File: config.mk
export PLATFORM = sky130hd
export DESIGN_NAME = cbor_token_header_parser_core
export DESIGN_NICKNAME = d
export VERILOG_FILES = /design/src/rtl/cthp_pkg.sv /design/src/rtl/cthp_front.sv /design/src/rtl/cthp_queue.sv /design/src/rtl/cthp_back.sv /design/src/rtl/cbor_token_header_parser_core.sv
export SDC_FILE = /design/constraint.sdc
export NUM_CORES = 1
export LEC_CHECK = 0
export BUFFER_PORTS_ARGS = -buffer_cell sky130_fd_sc_hd__buf_4
export CORE_MARGIN = 2
export CORE_UTILIZATION = 52
export DETAILED_ROUTE_END_ITERATION = 8
export MAX_ROUTING_LAYER = met4
export PLACE_DENSITY = 0.81
export SYNTH_ARGS = -nofsm -noshare
export SYNTH_HDL_FRONTEND = slang
export SYNTH_SLANG_ARGS = --single-unit
File: constraint.sdc
create_clock -name clk -period 4.5 [get_ports clk]
set_input_delay 1.125 -clock clk [delete_from_list [all_inputs] [get_ports clk]]
set_output_delay 1.125 -clock clk [all_outputs]
set_load 0.01 [all_outputs]
File: src/rtl/cthp_pkg.sv
// Shared types, codes and helpers for the CBOR token header parser.
// No dependencies; used by every module of the block.
package cthp_pkg;

  localparam int QueueDepth = 2;

  typedef enum logic [1:0] {
    ST_OK    = 2'd0,
    ST_BAD   = 2'd1,
    ST_SHORT = 2'd2
  } status_t;

  localparam logic [2:0] KIND_UINT        = 3'd0;
  localparam logic [2:0] KIND_BYTES       = 3'd1;
  localparam logic [2:0] KIND_ARRAY       = 3'd2;
  localparam logic [2:0] KIND_MAP         = 3'd3;
  localparam logic [2:0] KIND_TAG         = 3'd4;
  localparam logic [2:0] KIND_INDEF_ARRAY = 3'd5;
  localparam logic [2:0] KIND_BREAK       = 3'd6;

  localparam logic [7:0] BYTE_INDEF_ARRAY = 8'h9F;
  localparam logic [7:0] BYTE_BREAK       = 8'hFF;

  localparam logic [2:0] MAJOR_UINT  = 3'd0;
  localparam logic [2:0] MAJOR_BYTES = 3'd2;
  localparam logic [2:0] MAJOR_ARRAY = 3'd4;
  localparam logic [2:0] MAJOR_MAP   = 3'd5;
  localparam logic [2:0] MAJOR_TAG   = 3'd6;

  localparam logic [4:0] INFO_W1 = 5'd24;
  localparam logic [4:0] INFO_W2 = 5'd25;
  localparam logic [4:0] INFO_W4 = 5'd26;
  localparam logic [4:0] INFO_W8 = 5'd27;

  typedef enum logic [1:0] {
    OP_RESULT = 2'd0,
    OP_START  = 2'd1,
    OP_VALUE  = 2'd2
  } op_code_t;

  typedef struct packed {
    op_code_t   op;
    status_t    status;
    logic [2:0] kind;
    logic [3:0] width;
    logic [7:0] data;
    logic       final_byte;
    logic       short_end;
  } op_t;

  function automatic logic below_min(input logic [3:0] width, input logic [63:0] v);
    logic res;
    case (width)
      4'd1:    res = (v[63:8] == 56'd0) && (v[7:0] < 8'd24);
      4'd2:    res = (v[63:8] == 56'd0);
      4'd4:    res = (v[63:16] == 48'd0);
      default: res = (v[63:32] == 32'd0);
    endcase
    return res;
  endfunction

endpackage

File: src/rtl/cthp_front.sv
// Front end: accepts stream bytes, tracks header/value position, classifies each byte.
// Depends on cthp_pkg.
module cthp_front (
  input  logic           clk,
  input  logic           rst,
  input  logic           byte_valid,
  output logic           byte_stall,
  input  logic [7:0]     data_byte,
  input  logic           end_of_data,
  input  logic           q_full,
  output logic           push,
  output cthp_pkg::op_t  push_op
);
  import cthp_pkg::*;

  logic [3:0] bytes_left;
  logic [3:0] bytes_left_next;
  logic [3:0] left_dec;
  logic [2:0] major;
  logic [4:0] info;
  logic [2:0] kind;
  logic       kind_ok;

  assign byte_stall = q_full;
  assign push       = byte_valid && !q_full;
  assign major      = data_byte[7:5];
  assign info       = data_byte[4:0];
  assign left_dec   = bytes_left - 4'd1;

  always_comb begin
    kind_ok = 1'b1;
    unique case (major)
      MAJOR_UINT:  kind = KIND_UINT;
      MAJOR_BYTES: kind = KIND_BYTES;
      MAJOR_ARRAY: kind = KIND_ARRAY;
      MAJOR_MAP:   kind = KIND_MAP;
      MAJOR_TAG:   kind = KIND_TAG;
      default: begin
        kind    = KIND_UINT;
        kind_ok = 1'b0;
      end
    endcase
  end

  always_comb begin
    push_op            = '0;
    push_op.op         = OP_RESULT;
    push_op.status     = ST_OK;
    bytes_left_next    = bytes_left;
    if (bytes_left == 4'd0) begin
      if (data_byte == BYTE_INDEF_ARRAY) begin
        push_op.kind = KIND_INDEF_ARRAY;
      end else if (data_byte == BYTE_BREAK) begin
        push_op.kind = KIND_BREAK;
      end else if (!kind_ok) begin
        push_op.status = ST_BAD;
      end else if (info < INFO_W1) begin
        push_op.kind = kind;
        push_op.data = {3'd0, info};
      end else begin
        unique case (info)
          INFO_W1, INFO_W2, INFO_W4, INFO_W8: begin
            if (end_of_data) begin
              push_op.status = ST_SHORT;
            end else begin
              push_op.op   = OP_START;
              push_op.kind = kind;
              unique case (info)
                INFO_W1: push_op.width = 4'd1;
                INFO_W2: push_op.width = 4'd2;
                INFO_W4: push_op.width = 4'd4;
                default: push_op.width = 4'd8;
              endcase
              bytes_left_next = push_op.width;
            end
          end
          default: push_op.status = ST_BAD;
        endcase
      end
    end else begin
      push_op.op         = OP_VALUE;
      push_op.data       = data_byte;
      push_op.final_byte = (left_dec == 4'd0);
      push_op.short_end  = (left_dec != 4'd0) && end_of_data;
      bytes_left_next    = push_op.short_end ? 4'd0 : left_dec;
    end
  end

  always_ff @(posedge clk) begin
    if (rst) begin
      bytes_left <= 4'd0;
    end else if (push) begin
      bytes_left <= bytes_left_next;
    end
  end

endmodule

File: src/rtl/cthp_queue.sv
// Short FIFO of classified operations between front and back end.
// Depends on cthp_pkg.
module cthp_queue #(
  parameter int DEPTH = cthp_pkg::QueueDepth
) (
  input  logic           clk,
  input  logic           rst,
  input  logic           push,
  input  cthp_pkg::op_t  push_op,
  output logic           full,
  input  logic           pop,
  output logic           q_valid,
  output cthp_pkg::op_t  q_op
);
  import cthp_pkg::*;

  localparam int PtrW = (DEPTH > 1) ? $clog2(DEPTH) : 1;
  localparam int CntW = $clog2(DEPTH + 1);

  op_t             entries [DEPTH];
  logic [PtrW-1:0] wr_ptr;
  logic [PtrW-1:0] rd_ptr;
  logic [CntW-1:0] count;

  assign full    = (count == CntW'(DEPTH));
  assign q_valid = (count != '0);
  assign q_op    = entries[rd_ptr];

  always_ff @(posedge clk) begin
    if (push) begin
      entries[wr_ptr] <= push_op;
    end
  end

  always_ff @(posedge clk) begin
    if (rst) begin
      wr_ptr <= '0;
      rd_ptr <= '0;
      count  <= '0;
    end else begin
      if (push) begin
        wr_ptr <= (wr_ptr == PtrW'(DEPTH - 1)) ? '0 : wr_ptr + 1'b1;
      end
      if (pop) begin
        rd_ptr <= (rd_ptr == PtrW'(DEPTH - 1)) ? '0 : rd_ptr + 1'b1;
      end
      if (push && !pop) begin
        count <= count + 1'b1;
      end else if (pop && !push) begin
        count <= count - 1'b1;
      end
    end
  end

endmodule

File: src/rtl/cthp_back.sv
// Back end: gathers value bytes, checks canonical form, holds the result register.
// Depends on cthp_pkg.
module cthp_back (
  input  logic           clk,
  input  logic           rst,
  input  logic           q_valid,
  input  cthp_pkg::op_t  q_op,
  output logic           pop,
  output logic           token_valid,
  input  logic           token_stall,
  output logic [1:0]     status,
  output logic [2:0]     token_kind,
  output logic [3:0]     value_width,
  output logic [63:0]    token_value
);
  import cthp_pkg::*;

  logic [2:0]  kind_held;
  logic [3:0]  width_held;
  logic [63:0] value_acc;
  logic [63:0] acc_next;
  logic        advance;
  logic        emit;
  logic [1:0]  res_status;
  logic [2:0]  res_kind;
  logic [3:0]  res_width;
  logic [63:0] res_value;

  assign advance  = !token_valid || !token_stall;
  assign pop      = q_valid && advance;
  assign acc_next = {value_acc[55:0], q_op.data};

  always_comb begin
    emit       = 1'b0;
    res_status = ST_OK;
    res_kind   = KIND_UINT;
    res_width  = 4'd0;
    res_value  = 64'd0;
    unique case (q_op.op)
      OP_RESULT: begin
        emit       = 1'b1;
        res_status = q_op.status;
        res_kind   = q_op.kind;
        res_value  = {56'd0, q_op.data};
      end
      OP_VALUE: begin
        if (q_op.final_byte) begin
          emit = 1'b1;
          if (below_min(width_held, acc_next)) begin
            res_status = ST_BAD;
          end else begin
            res_kind  = kind_held;
            res_width = width_held;
            res_value = acc_next;
          end
        end else if (q_op.short_end) begin
          emit       = 1'b1;
          res_status = ST_SHORT;
        end
      end
      default: emit = 1'b0;
    endcase
  end

  always_ff @(posedge clk) begin
    if (pop) begin
      unique case (q_op.op)
        OP_START: begin
          kind_held  <= q_op.kind;
          width_held <= q_op.width;
          value_acc  <= 64'd0;
        end
        OP_VALUE: value_acc <= acc_next;
        default: value_acc <= value_acc;
      endcase
    end
  end

  always_ff @(posedge clk) begin
    if (rst) begin
      token_valid <= 1'b0;
    end else if (advance) begin
      token_valid <= pop && emit;
    end
  end

  always_ff @(posedge clk) begin
    if (pop && emit) begin
      status      <= res_status;
      token_kind  <= res_kind;
      value_width <= res_width;
      token_value <= res_value;
    end
  end

endmodule

File: src/rtl/cbor_token_header_parser_core.sv
// CBOR token header parser: canonical header decode of a byte stream.
// After a token's last byte is transferred, its result passes through the queue and then the result register.
// Throughput: one byte per cycle; the front end stalls only while the queue is full.
// Reset (rst, synchronous): empties the queue, drops any result, expects a header.
// Depends on cthp_pkg, cthp_front, cthp_queue, cthp_back.
module cbor_token_header_parser_core #(
  parameter int QUEUE_DEPTH = cthp_pkg::QueueDepth
) (
  input  logic        clk,
  input  logic        rst,
  input  logic        byte_valid,
  output logic        byte_stall,
  input  logic [7:0]  data_byte,
  input  logic        end_of_data,
  output logic        token_valid,
  input  logic        token_stall,
  output logic [1:0]  status,
  output logic [2:0]  token_kind,
  output logic [3:0]  value_width,
  output logic [63:0] token_value
);
  import cthp_pkg::*;

  logic q_full;
  logic push;
  op_t  push_op;
  logic pop;
  logic q_valid;
  op_t  q_op;

  cthp_front u_front (
    .clk         (clk),
    .rst         (rst),
    .byte_valid  (byte_valid),
    .byte_stall  (byte_stall),
    .data_byte   (data_byte),
    .end_of_data (end_of_data),
    .q_full      (q_full),
    .push        (push),
    .push_op     (push_op)
  );

  cthp_queue #(
    .DEPTH (QUEUE_DEPTH)
  ) u_queue (
    .clk     (clk),
    .rst     (rst),
    .push    (push),
    .push_op (push_op),
    .full    (q_full),
    .pop     (pop),
    .q_valid (q_valid),
    .q_op    (q_op)
  );

  cthp_back u_back (
    .clk         (clk),
    .rst         (rst),
    .q_valid     (q_valid),
    .q_op        (q_op),
    .pop         (pop),
    .token_valid (token_valid),
    .token_stall (token_stall),
    .status      (status),
    .token_kind  (token_kind),
    .value_width (value_width),
    .token_value (token_value)
  );

endmodule
# Word level (Yosys, flattened, before mapping)
# Memories as Yosys holds them, arrays and structs flattened. A register that Yosys moved wholly into a read port is not among the register bits.
# Index checks and enable logic that the tools add are counted.
[totals]
memories = 1
rom_bits = 0
in_bits = 13
word_cells = 140
latch_bits = 0
reg_bits = 145
ramBits = 42
[op_classes]
eq_ne = 22
div = 0
n_reduce_logical = 30
n_bitwise = 2
shift = 0
magnitude_cmp = 2
n_mul = 0
n_addsub = 5
muxes = 66
[mem_list]
columns = ["name", "depth", "width", "rd", "rd_ports_with_merged_regs", "wr", "line_no", "text"]
rows = [
  ["u_queue.entries", 2, 21, 1, 1, 1, "cthp_queue.sv:20", "op_t entries [DEPTH];"],
]
[ops]
columns = ["cell", "count"]
rows = [
  ["64-bit 2-to-1 mux", 2],
  ["64-bit case mux with 2 select lines", 1],
  ["56-bit case mux with 2 select lines", 1],
  ["4-bit 2-to-1 mux", 19],
  ["56-bit logical NOT", 1],
  ["48-bit logical NOT", 1],
  ["32-bit logical NOT", 1],
  ["12-bit 2-to-1 mux", 2],
  ["2-bit 2-to-1 mux", 11],
  ["5-bit == test (second input constant)", 4],
  ["8-bit == test (second input constant)", 2],
  ["15-bit 2-to-1 mux", 1],
  ["3-bit 2-to-1 mux", 5],
  ["7-bit 2-to-1 mux", 2],
  ["1-bit 2-to-1 mux", 13],
  ["3-bit case mux with 4 select lines", 1],
  ["4-bit case mux with 3 select lines", 1],
  ["2-bit inequality test (second input constant)", 5],
  ["3-bit == test (second input constant)", 3],
  ["9-bit 2-to-1 mux", 1],
  ["4-bit logical NOT", 2],
  ["8-bit by 5-bit less-than comparator with 1-bit output (second input constant)", 1],
  ["8-bit 2-to-1 mux", 1],
  ["1-bit logical AND", 7],
  ["other kinds (29)", 39],
]

# Depth between registers and ports, before layout
# Gate-level depths: netlist of the first run.
[logic_depth]
word_depth = 16
mapped_depth = 11

# Cells and area by module
# From an unflattened synthesis of the first run, not the netlist that was laid out.
[hier_totals]
cells_unflattened = 524
area_unflattened_um2 = 7866.3
[modules_own_cells]
columns = ["module", "area_each_um2", "seq_area_each_um2", "cells_each", "n_inst"]
rows = [
  ["cthp_back", 5363.9, 4103.9, 327, 1],
  ["cthp_queue", 1717.9, 1361.3, 87, 1],
  ["cthp_front", 784.5, 80.1, 110, 1],
]

# Worst setup path after synthesis of the first run
# Ideal clock, no wire load.
[synth_timing]
kind = "reg-to-reg"
from = "register with a tool-made name"
to = "register u_back.value_acc[0], enable pin"
setup_slack_ps = 70
path_stages_with_launch = 8
setup_ps = 470
t_arrival_ps = 3960
t_required_ps = 4030
synth_period_minus_slack_ps = 4430
path_cell_list = "dfxtp_1 buf_2 buf_2 buf_1 mux2i_1 ha_1 inv_1 nor2_1"
[synth_lines]
columns = ["element", "line_no", "text"]
rows = [
  ["end signal, assigned", "cthp_back.sv:73", "OP_VALUE: value_acc <= acc_next;"],
  ["end signal, assigned", "cthp_back.sv:74", "default: value_acc <= value_acc;"],
  ["end, declared", "cthp_back.sv:20", "logic [63:0] value_acc;"],
]

==> impl_metrics.ini, run 1 <==
[status]
status = finished, final reports clean

[cells_and_area]
nets = 669
area_growth_pct = 18.8
layout_common_cells = edfxtp_1, buf_4, nor2_1
final_common_cell = edfxtp_1
utilization = 0.633
drive_above_1_share = 0.229
insertedDiodeCount = 0
fillers = 1034

[worst_setup_path]
critical_path_class = reg2reg
crit_fanout = 41
cp_num_cells = 7
crit_slowest_cell = buf_4
crit_buf_inv = 3
worstPathRequired_ns = 4.57
r2r_slack_ns = 1.54
crit_path_end_kind = register
worstPathArrival_ns = 3.03
crit_path_max_incr_delay_ns = 0.42
critPathMostFrequentCell = buf_4
crit_path_cell_trace = buf_4 -> mux2i_1 -> ha_1 -> nor2_2 -> a211o_1 -> inv_2 -> buf_4
r2r_cells = 7
r2r-end = u_back.token_value[34]$_DFFE_PP_
crit_family = buffers and inverters
cp-start-kind = register

[cts]
numCtsBuffers = 17
clock_latency_ns = 0.44
cts_num_sinks = 188
cts_max_path_buffers = 2
postCtsSetupBuffers = 0
cts_hold_buf = 0
cts.htree.levels = 4
cts_tree = built
path_clk_slew_ns = 0.07
cts_root_buf = clkbuf_16
cts_resized = 0

[route]
ant_nets = 0
firstDrtPassIters = 5
dr.first_iter.drc_count = 431
viasPerCell = 5.53
finalWirelength_mm = 14.3
drcViolationCount = 0
wl_per_cell_um = 16.9
vias = 4683

[global_routing]
grtUsageMet3 = 0.0569
grtUsageMet1 = 0.241
grt_pass1_vias = 4490
grt_use_met2 = 0.294
grt_pass1_wl_mm = 22.8
grt_max_degree = 51
grt.overflow.total = 0
track_usage = 0.190
antenna_found_initial = 0
busiest_layer = met2

[floorplan]
die_w_um = 126
start_util = 0.533
core_area_um2 = 14600
die_area_um2 = 15900
io_pins = 88
die_y_um = 126
num_rows = 44

[placement]
place.detailed.hpwl_mm = 9.89
gp_congestion = 0.858
portBuffers = 87

[yosys]
ys_seq_elements = 188
syn_area_per_cell_um2 = 13.9
synth-async-reset-ratio = 0
seq_area_frac_synth = 0.713
synth-edff-count = 178
ys.flop_type = edfxtp_1
ys_top_cells_by_area = edfxtp_1, and2_1, and3_1, nor2_1, dfxtp_1
syn_area_um2 = 7770
yosysWarnings = 0
syn_inst = 561
ys_types = 57
syn_nets = 580
synth_top_area_share = 0.688
synth_largest_area_cell = edfxtp_1

[power]
p_sw_mw = 1.93
netSwitchingFraction = 0.323
internal_power_mw = 4.05
vdd_ir_drop_max_mv = 0.345
p_comb_frac = 0.268
p_per_area_nw_per_um2 = 648
share_seq_of_total_power = 0.489
p_leak_nw = 3.46
pwr-share-clk = 0.243

[min_path]
hold_depth = 2
hp-class = reg2reg
hold_path_startpoint = u_back.token_valid$_SDFFE_PP0N_
hold_path_end = u_back.token_valid$_SDFFE_PP0N_

[timing]
rsz0062_at_grt = no
finClkSkew_ns = 0.0113
finalCritPeriodShare = 0.657
max_freq_mhz = 338
setup_viol = 0
hold_violations = 0
relSlewSlack = 0.328
worst_pin_slew_ns = 1.01
finalCriticalPeriod_ns = 2.96
drv_slew = 0
fin_setup_tns_ns = 0

[flow_run]
max-cap-violations = 0
[routing by layer]
layer	up-vias	part of all wire
met1	2244	0.42
met3	24	0.059
met2	170	0.50
met5	-	0
li1	2245	-
met4	0	0.019
[through the flow]
step	instance area (µm²)	setup WS [ns]	power (mW)	cells	hold slack, ns
after global placement	8650	1.72	4.47	815	0.490
after CTS	9230	1.54	6.01	847	0.528
final	9230	1.54	5.98	847	0.525
after global routing	9230	1.32	6.27	847	0.546
after floorplan	7770	0.0697	3.92	561	0.472
after detailed placement	8650	1.59	4.54	815	0.505
[power groups by stage]
stage	clock network, mW	logic, mW	registers (mW)
6_report	1.46	1.60	2.92
5_1_grt	1.55	1.75	2.97
4_1_cts	1.48	1.61	2.92
3_5_place_dp	0	1.59	2.95
3_3_place_gp	0	1.54	2.93
2_1_floorplan	0	0.957	2.96
[worst reg2reg max path, stage by stage (launching register included)]
cell and delay (ns):
dfxtp_1 0.41, buf_4 0.35, mux2i_1 0.38, ha_1 0.40, nor2_2 0.16, a211o_1 0.37, inv_2 0.07, buf_4 0.42
[cell usage after synthesis (2+ instances only)]
| master | n |
|---|---|
| nand3b_1 | 4 |
| mux2i_1 | 10 |
| nand2_1 | 40 |
| a311oi_1 | 3 |
| nor3b_1 | 2 |
| or3_1 | 4 |
| buf_2 | 4 |
| dfxtp_1 | 10 |
| nor2_1 | 56 |
| o211ai_1 | 2 |
| a22oi_1 | 2 |
| mux2_2 | 11 |
| o21ai_0 | 8 |
| a211o_1 | 2 |
| xor2_1 | 4 |
| nor2b_1 | 12 |
| o21a_1 | 2 |
| inv_2 | 2 |
| nand3_1 | 6 |
| clkbuf_1 | 20 |
| and3_1 | 35 |
| nor3_1 | 4 |
| nor4_1 | 24 |
| nand2b_1 | 4 |
| ha_1 | 6 |
| nand4_1 | 2 |
| a21oi_1 | 8 |
| and2_1 | 53 |
| edfxtp_1 | 178 |
| inv_1 | 16 |
[state kept, by name (all words and copies together), names as in the netlist, 2 cells and up, named ones only]
signal,cells
u_back.token_value,64
u_back.value_acc,56
u_queue.entries,42
u_back.value_width,4
u_back.width_held,4
u_front.bytes_left,4
u_back.kind_held,3
u_back.token_kind,3
u_back.status,2
u_queue.count,2
[how the worst max path moves through the flow]
stage	start	endpoint	slack, ns
floorplan	register	u_back.value_acc[0]$_SDFFCE_PP0P_	0.07
CTS	register	u_back.token_value[39]$_DFFE_PP_	1.54
global route	register	u_back.token_value[34]$_DFFE_PP_	1.32
finish	register	u_back.token_value[34]$_DFFE_PP_	1.54
global placement	register	u_back.token_value[52]$_DFFE_PP_	1.72
detailed placement	register	u_back.token_value[62]$_DFFE_PP_	1.59
[kinds of logic after synthesis]
family | count (synthesis) | synth area share
AOI/OAI and AO/OA | 42 | 0.0404
xor gates and xnor gates | 4 | 0.00451
adders and majority gates | 6 | 0.00966
buffers and inverters | 45 | 0.0238
DFF | 188 | 0.713
muxes | 21 | 0.0288
and+or+nand+nor | 255 | 0.179
[cell type report]
cell class,instances,area (µm²),share of cell area
Clock buffer,18,429,0.0465
Multi-Input combinational cell,328,2060,0.223
Inverter,18,67.6,0.00732
Clock inverter,14,156,0.0169
Timing Repair Buffer,97,741,0.0802
Sequential cell,188,5550,0.601
Tap cell,184,230,0.0249
No activity file was read; power rests on OpenSTA's default activity.
==> run 2, diff against run 1 <==
ABC_AREA = 1   (was unset)
CORE_UTILIZATION = 53   (was 52)
PLACE_DENSITY = 0.82   (was 0.81)
clock period = 2.6 ns   (was 4.5 ns; I/O delays follow)
==> impl_metrics.ini, run 2 <==
[floorplan]
die_w_um = 126
core_area_um2 = 14600
die_y_um = 126
io_pins = 88
die_area_um2 = 16000
start_util = 0.543
num_rows = 44

[timing]
fin_ws_ns = 0.247
setup_viol = 0
finalCriticalPeriod_ns = 2.35
worst_pin_slew_ns = 0.548
finClkSkew_ns = 0.00866
drv_slew = 0
rsz0062_at_grt = no
relSlewSlack = 0.631
max_freq_mhz = 425
finalCritPeriodShare = 0.905
hold_violations = 0

[yosys]
synth-edff-count = 178
ys.flop_type = edfxtp_1
seq_area_frac_synth = 0.699
ys_top_cells_by_area = edfxtp_1, nand2_1, nor2_1, inv_1, dfxtp_1
synth-async-reset-ratio = 0
synth_largest_area_cell = edfxtp_1
synth_top_area_share = 0.674
yosysWarnings = 0
synth_commonest_cells = edfxtp_1, nand2_1, nor2_1
ys_seq_elements = 188
syn_inst = 726
syn_area_per_cell_um2 = 10.9
syn_nets = 745
ys_types = 30
yosysMostFrequentCell = edfxtp_1
syn_area_um2 = 7930

[cells_and_area]
fillers = 1059
nets = 845
area_growth_pct = 18.9
largest_reg_flops = 64
register_area_um2 = 5550
drive_above_1_share = 0.190
reg_top3 = u_back.token_value (64), u_back.value_acc (56), u_queue.entries (42)
multi_input_area_um2 = 1830
layout_common_cells = edfxtp_1, nand2_1, nor2_1
regMostFlops = u_back.token_value
final_common_cell = edfxtp_1
insertedDiodeCount = 0

[global_routing]
grt_pass1_vias = 5029
grt_pass1_wl_mm = 24.3
grt.overflow.total = 0
grt_max_degree = 62
track_usage = 0.203
antenna_found_initial = 0

[route]
drcViolationCount = 0
viasPerCell = 5.13
wl_per_cell_um = 14.8
vias = 5246
dr.first_iter.drc_count = 482
ant_nets = 0
finalWirelength_mm = 15.1
firstDrtPassIters = 5

[cts]
clock_latency_ns = 0.44
cts_num_sinks = 188
cts_resized = 0
cts_max_path_buffers = 2
cts_root_buf = clkbuf_16
path_clk_slew_ns = 0.07
cts_tree = built
postCtsSetupBuffers = 0
numCtsBuffers = 17
cts_hold_buf = 0
cts.htree.levels = 4

[status]
status = finished, final reports clean

[placement]
place.detailed.hpwl_mm = 10.4
gp_congestion = 0.923
portBuffers = 87
pre_cts_slack_ns = 0.155

[power]
internal_power_mw = 7.87
fin_total_pwr_mw = 12.6
p_comb_frac = 0.355
share_seq_of_total_power = 0.449
p_per_area_nw_per_um2 = 1340
pwr-share-clk = 0.196
netSwitchingFraction = 0.376
p_leak_nw = 4.10
vdd_ir_drop_max_mv = 0.874
p_sw_mw = 4.75

[flow_run]
max-cap-violations = 0

[worst_setup_path]
worstPathRequired_ns = 2.71
cp-start-kind = register
worstPathArrival_ns = 2.46
critical_path_class = reg2reg
crit_path_end_kind = register
crit_fanout = 61

[min_path]
hp-class = in2reg
## run 2: cell count changes in the layout (fill, tap and decap cells not counted), moves of 11 or more
cell and change:
inv_1 +98, nand3_1 +14, nor2b_1 -12, nor4_1 -24, nor3_1 +15, and3_1 -35, mux2_2 -11, and2_1 -53
a21oi_1 +12, nand2_1 +126, nor2_1 +62
## run 2: per-stage QoR
| step | instances | utilization | cell area [µm²] | TNS (ns) | hold WS (ns) |
|---|---|---|---|---|---|
| 2_1_floorplan | 726 | - | 7970 | -30.14 | 0.418 |
| 3_3_place_gp | 991 | 0.606 | 8840 | 0 | 0.439 |
| 3_5_place_dp | 991 | 0.606 | 8840 | 0 | 0.448 |
| 4_1_cts | 1023 | 0.646 | 9420 | 0 | 0.406 |
| 5_1_grt | 1023 | 0.646 | 9420 | 0 | 0.411 |
| 6_report | 1023 | 0.646 | 9420 | 0 | 0.417 |
## run 2: worst paths after layout
kind / from / end / slack, ns / depth (start not counted)
max: register / u_back.token_value[5]$_DFFE_PP_ / 0.25 / 11
min: rst / u_queue.count[0]$_SDFFE_PP0P_ / 0.42 / 2
max reg2reg: register / u_back.token_value[5]$_DFFE_PP_ / 0.25 / 11
min reg2reg: u_queue.rd_ptr$_SDFFE_PP0P_ / register / 0.46 / 1
## run 2: cell type report
class	count	area share
Multi-Input combinational cell	399	0.194
Clock buffer	17	0.0451
Clock inverter	15	0.0159
Tap cell	184	0.0244
Sequential cell	188	0.589
Timing Repair Buffer	103	0.0847
Inverter	117	0.0474
## run 2: power groups by stage
stage	sequential [mW]	combinational [mW]	clock, mW
3_5_place_dp	5.72	4.44	0
3_3_place_gp	5.68	4.30	0
4_1_cts	5.66	4.50	2.51
2_1_floorplan	5.78	2.77	0
6_report	5.67	4.48	2.48
5_1_grt	5.77	4.98	2.64
## run 2: routing by layer
| layer | GRT usage | vias to the layer above | wire [µm] |
|---|---|---|---|
| met4 | 0.0834 | 0 | 303 |
| met1 | 0.243 | 2470 | 6260 |
| met2 | 0.330 | 196 | 7690 |
| met3 | 0.0531 | 24 | 867 |
| li1 | - | 2556 | - |
| met5 | - | - | 0 |
## run 2: worst max-delay path: stages, from the launching register on
cell	delay (ns)
dfxtp_2	0.40
inv_2	0.12
nand2_1	0.09
nand2_2	0.07
clkinvlp_4	0.18
ha_2	0.24
o21ai_1	0.07
nor2_1	0.13
nand3b_1	0.14
nand3_2	0.12
clkinvlp_4	0.13
buf_12	0.28
## run 2: cell families after synthesis
family          after synthesis  share of synthesized area
compound gates               39                     0.0260
xor+xnor                      3                    0.00331
fa+ha+maj                     6                    0.00947
buf+inv                     139                     0.0732
flops                       188                      0.699
mux                           3                    0.00379
simple gates                348                      0.185
